[src/rtl/core/fclt_pkg.sv]
// shared types and constants of the fat cluster link table
// no dependencies; imported by the controller, datapath and top level

package fclt_pkg;

	// request kinds carried on the slave-side tuser
	localparam logic [1:0] REQ_READ  = 2'd0;
	localparam logic [1:0] REQ_WRITE = 2'd1;
	localparam logic [1:0] REQ_LOAD  = 2'd2;
	localparam logic [1:0] REQ_NOP   = 2'd3;

	// entry packing modes
	localparam logic [1:0] MODE_12 = 2'd0;
	localparam logic [1:0] MODE_16 = 2'd1;
	localparam logic [1:0] MODE_32 = 2'd2;

	// configuration register indexes
	localparam logic [1:0] CFG_MODE   = 2'd0;
	localparam logic [1:0] CFG_COUNT  = 2'd1;
	localparam logic [1:0] CFG_COPYSZ = 2'd2;

	// end-of-chain thresholds
	localparam logic [11:0] EOC_12 = 12'hff0;
	localparam logic [15:0] EOC_16 = 16'hfff0;
	localparam logic [27:0] EOC_32 = 28'hffffff0;

	localparam int TABLE_COPIES = 2;

	// widest unreduced entry byte address: copy base plus four times the cluster
	localparam int ADDR_W = 19;

	localparam int IN_DATA_W  = 80;
	localparam int OUT_DATA_W = 32;

	typedef struct packed {
		logic       load_in;
		logic       red_init;
		logic       red_step;
		logic       rd_issue;
		logic       addr_reload;
		logic       wr_byte;
		logic       res_load;
		logic [1:0] byte_idx;
	} ctrl_cmd_t;

	typedef struct packed {
		logic [1:0] req;
		logic       oor;
		logic       last_byte;
	} dp_stat_t;

	// steps of the shift-and-subtract address wrap for a given memory size
	function automatic int red_steps(input int mem_bytes);
		int fl;
		fl = $clog2(mem_bytes + 1) - 1;
		if (fl >= ADDR_W - 1) return 1;
		return ADDR_W - fl;
	endfunction

endpackage

[src/rtl/core/fclt_ctrl.sv]
// controller: sequences capture, address wrap, byte reads, byte writes and result hand-off
// depends on fclt_pkg

module fclt_ctrl #(
	parameter int MEM_BYTES = 131072
) (
	input  logic                clk,
	input  logic                arst_n,
	input  logic                s_tvalid,
	output logic                s_tready,
	output logic                m_tvalid,
	input  logic                m_tready,
	input  fclt_pkg::dp_stat_t  st,
	output fclt_pkg::ctrl_cmd_t cmd
);

	import fclt_pkg::*;

	localparam int RED_STEPS = red_steps(MEM_BYTES);
	localparam int CNT_W     = ($clog2(RED_STEPS) > 2) ? $clog2(RED_STEPS) : 2;

	typedef enum logic [2:0] {
		S_IDLE,
		S_CHK,
		S_RED,
		S_RD,
		S_TAIL,
		S_WR,
		S_DONE
	} state_t;

	state_t           state_q, state_d;
	logic [CNT_W-1:0] cnt_q, cnt_d;

	always_comb begin
		state_d      = state_q;
		cnt_d        = cnt_q;
		cmd          = '0;
		cmd.byte_idx = cnt_q[1:0];
		s_tready     = 1'b0;
		unique case (state_q)
			S_IDLE: begin
				s_tready = 1'b1;
				if (s_tvalid) begin
					cmd.load_in = 1'b1;
					state_d     = S_CHK;
				end
			end
			S_CHK: begin
				if (st.req == REQ_NOP || (st.req != REQ_LOAD && st.oor)) begin
					state_d = S_DONE;
				end else begin
					cmd.red_init = 1'b1;
					cnt_d        = '0;
					state_d      = S_RED;
				end
			end
			S_RED: begin
				cmd.red_step = 1'b1;
				if (cnt_q == CNT_W'(RED_STEPS - 1)) begin
					cnt_d   = '0;
					state_d = (st.req == REQ_LOAD) ? S_WR : S_RD;
				end else begin
					cnt_d = cnt_q + 1'b1;
				end
			end
			S_RD: begin
				cmd.rd_issue = 1'b1;
				if (st.last_byte) begin
					cnt_d   = '0;
					state_d = S_TAIL;
				end else begin
					cnt_d = cnt_q + 1'b1;
				end
			end
			S_TAIL: begin
				if (st.req == REQ_READ) begin
					state_d = S_DONE;
				end else begin
					cmd.addr_reload = 1'b1;
					state_d         = S_WR;
				end
			end
			S_WR: begin
				cmd.wr_byte = 1'b1;
				if (st.last_byte) begin
					cnt_d   = '0;
					state_d = S_DONE;
				end else begin
					cnt_d = cnt_q + 1'b1;
				end
			end
			S_DONE: begin
				if (!m_tvalid || m_tready) begin
					cmd.res_load = 1'b1;
					state_d      = S_IDLE;
				end
			end
			default: state_d = S_IDLE;
		endcase
	end

	always_ff @(posedge clk or negedge arst_n) begin
		if (!arst_n) begin
			state_q  <= S_IDLE;
			cnt_q    <= '0;
			m_tvalid <= 1'b0;
		end else begin
			state_q <= state_d;
			cnt_q   <= cnt_d;
			if (cmd.res_load) begin
				m_tvalid <= 1'b1;
			end else if (m_tready) begin
				m_tvalid <= 1'b0;
			end
		end
	end

endmodule

[config.mk]
export PLATFORM = sky130hd
export DESIGN_NAME = fclt_ctrl
export DESIGN_NICKNAME = d
export VERILOG_FILES = /design/src/rtl/core/fclt_pkg.sv /design/src/rtl/core/fclt_ctrl.sv
export SDC_FILE = /design/constraint.sdc
export NUM_CORES = 1
export LEC_CHECK = 0
export ABC_AREA = 1
export BUFFER_PORTS_ARGS = -buffer_cell sky130_fd_sc_hd__buf_4
export CAP_MARGIN = 20
export CORE_MARGIN = 1
export CORE_UTILIZATION = 33
export DETAILED_ROUTE_END_ITERATION = 8
export GPL_TIMING_DRIVEN = 0
export SLEW_MARGIN = 20
export SYNTH_ARGS = -nofsm -noshare
export SYNTH_HDL_FRONTEND = slang
export SYNTH_SLANG_ARGS = --single-unit
export TNS_END_PERCENT = 5
[constraint.sdc]
create_clock -name clk -period 1.7 [get_ports clk]
set_clock_uncertainty 0.15 [all_clocks]
set_input_delay 0.085 -clock clk [delete_from_list [all_inputs] [get_ports clk]]
set_output_delay 0.085 -clock clk [all_outputs]
set_load 0.005 [all_outputs]
==> results.sh <==
export IMPL_regArea_um2=150.1
export IMPL_postRouteWirelength_um=1138
export IMPL_clk_latency_ps=250
export IMPL_vias_per_cell=4.729
export IMPL_p_sw_mw=0.5990
export IMPL_synth_fa_ha_area_share_pct=4.662
export IMPL_n_antenna_cell=0
export IMPL_cp_slowest_cell="dfrtp_1"
export IMPL_fp_dieW_um=42.33
export IMPL_fin_crit_sh_pct=90.19
export IMPL_power_mw=1.264
export IMPL_critPathCaptureType="output pin"
export IMPL_drv_slew=0
export IMPL_max_freq_ghz=0.6522
export IMPL_min_from="st[0]"
export IMPL_grt_usage_pct=14.49
export IMPL_post_cts_resize_count=0
export IMPL_hold_buffers=2
export IMPL_drive_gt1_share_pct=34.31
export IMPL_period_minus_slack_ps=1533
export IMPL_num_vias=558
export IMPL_arrival_ps=1300
export IMPL_synth_compound_area_share_pct=9.324
export IMPL_most_common_layout_cells="buf_4 (19), nand2_1 (16), nor2_1 (14)"
export IMPL_io_pins=19
export IMPL_ir_worst_vdd_uv=783.2
export IMPL_start_kind="flip-flop"
export IMPL_power_density_mw_per_mm2=1722
export IMPL_dp_hpwl_um=877.2
export IMPL_nFillCells=163
export IMPL_fin_area_um2=734.5
export IMPL_die_y_um=42.33
export IMPL_antenna_left=0
export IMPL_r2r_slack_ps=290
export IMPL_crit_path_max_fanout=9
export IMPL_reg2reg_from="state_q[0]$_DFFE_PN0P_"
export IMPL_synthMuxAreaShare_pct=0
export IMPL_cts_sinks=6
export IMPL_final_cells=118
export IMPL_yosysSeqAreaShare_pct=27.97
export IMPL_postCtsSetupBuffers=0
export IMPL_postPlaceCellArea_um2=691.9
export IMPL_fin_hold_ws_ps=16.32
export IMPL_finalCoreUtilization_pct=48.75
export IMPL_setup_viol=0
export IMPL_synth_xor_area_share_pct=0
export IMPL_htreeDepth=1
export IMPL_tns_ps=0
export IMPL_synth_top_family_by_area="simple AND/OR/NAND/NOR gates"
export IMPL_synth_nets=89
export IMPL_dp_slack_ps=299.5
export IMPL_grt_pass1_wl_um=1932
export IMPL_p_int_mw=0.6654
export IMPL_coreArea_mm2=0.001506
export IMPL_grt_max_degree=11
export IMPL_cts_buffer_depth=2
export IMPL_synth_simple_area_share_pct=44.29
export IMPL_p_seq_share_pct=21.9
export IMPL_numCtsBuffers=3
export IMPL_p_leak_nw=0.4239
export IMPL_crit_type="flip-flop to output pin"
export IMPL_rsz0062_at_grt="no"
export IMPL_syn_area_um2=536.8
export IMPL_pwr_share_clk_pct=10.5
export IMPL_dp_cells=113
export IMPL_grt_pass1_vias=475
export IMPL_hold_path_endpoint="state_q[0]$_DFFE_PN0P_"
export IMPL_status="finished clean"
export IMPL_hold_depth=4
export IMPL_ys_types=21
export IMPL_drc=0
export IMPL_numPortBuffers=18
export IMPL_syn_avg_cell_area_um2=6.794
export IMPL_synth_top_area_share_pct=27.97
export IMPL_cp_required_ps=1460
export IMPL_start_util_pct=35.63
export IMPL_wl_per_cell_um=9.644
export IMPL_power_frac_comb_pct=67.7
export IMPL_switching_share_pct=47.38
export IMPL_rr_worst_depth=7
export IMPL_multiInputGateArea_um2=312.8
export IMPL_die_area_mm2=0.001792
export IMPL_relSlewSlack_pct=84.57
export IMPL_fin_nets=114
export IMPL_synth_area_top_cells="dfrtp_1 (28%), nand2_1 (11%), nor2_1 (9.8%), inv_1 (8.4%), ha_1 (4.7%)"
export IMPL_antenna_found_initial=0
export IMPL_drtIter0Drc=12
export IMPL_root_buffer="clkbuf_4"
export IMPL_gp_congestion=0.7998
export IMPL_final_common_cell="buf_4"
export IMPL_hold_viol=0
export IMPL_ys_ff_latch=6
export IMPL_setup_slack_ps=166.8
export IMPL_fp_row_count=14
export IMPL_synth_top_area_cell="dfrtp_1"
export IMPL_yosysWarningCount=0
export IMPL_cp_slowest_stage_delay_ps=350
export IMPL_worstPathCellList="buf_4, nor2_1, nand2_1, nor2_1, buf_4"
export IMPL_hold_class="primary input to flip-flop"
export IMPL_r2r_end="state_q[0]$_DFFE_PN0P_"
export IMPL_max_cap_viol_count=0
export IMPL_grt_overflow=0
export IMPL_syn_inst=79
export IMPL_worst_pin_slew_ps=229.4
export IMPL_path_clk_slew_ps=40
export IMPL_area_delta_synth_final_pct=36.83
export IMPL_cts_tree="built"
export IMPL_first_pass_iters=4
power by group through the flow:
stage | registers, mW | logic, mW | clock network (mW)
floorplan | 0.270 | 0.598 | 0
global placement | 0.279 | 0.855 | 0
detailed placement | 0.281 | 0.858 | 0
CTS | 0.280 | 0.867 | 0.137
global route | 0.283 | 0.957 | 0.148
finish | 0.276 | 0.856 | 0.132
worst max path at each step:
stage | startpoint | endpoint | slack, ps | cells past startpoint
2_1_floorplan | state_q[0]$_DFFE_PN0P_ | state_q[1]$_DFFE_PN0P_ | 410 | 7
3_3_place_gp | state_q[0]$_DFFE_PN0P_ | state_q[0]$_DFFE_PN0P_ | 300 | 7
3_5_place_dp | state_q[0]$_DFFE_PN0P_ | state_q[0]$_DFFE_PN0P_ | 300 | 7
4_1_cts | state_q[0]$_DFFE_PN0P_ | cmd[8] | 150 | 5
5_1_grt | state_q[0]$_DFFE_PN0P_ | cmd[8] | 70 | 5
6_report | state_q[0]$_DFFE_PN0P_ | cmd[8] | 170 | 5
cell usage after synthesis:
cell and instances:
nand2_1 16, o21bai_1 2, inv_2 1, nand3_4 1, nor2_2 2, nor2_1 14
o21ai_0 5, dfrtp_1 6, nor3_4 1, nand2_2 4, nand2_4 2, a21oi_1 1
o21ai_1 1, inv_4 1, ha_1 2, inv_1 12, buf_4 1, buf_6 1
nor3_1 1, nor4_1 1, nand3_1 4
worst max-delay path: cells and delay by family, from the launching register on:
kind          cells  cell delay, ps
buf+inv           2             290
flops             1             350
simple gates      3             410
cells by family after synthesis:
| family | count (synthesis) |
|---|---|
| adder cells (fa/ha/maj) | 2 |
| flip-flops | 6 |
| AND/OR/NAND/NOR | 46 |
| buffers and inverters | 16 |
| AO/OA/AOI/OAI | 9 |
per-layer routing:
layer / up-vias / track usage [%] / share of wire [%]
met2: 14 / 23.69 / 49
met4: 0 / 3.750 / 0
met5: - / 0 / 0
met3: 0 / 6.466 / 5.1
li1: 293 / - / -
met1: 251 / 17.25 / 46
area by class of cell:
type / instances / share of cell area [%]
repair buffers: 20 / 21.12
well taps: 16 / 2.726
plain buffers: 2 / 2.555
clock buffers: 3 / 3.066
inverters: 14 / 7.496
multi-input cells: 57 / 42.59
flip-flops and latches: 6 / 20.44
flip-flops by register name, summed over array words and instances, names as in the netlist:
register,count
state_q,3
m_tvalid,1
cnt_q,2
(Power assumes the default switching activity.)
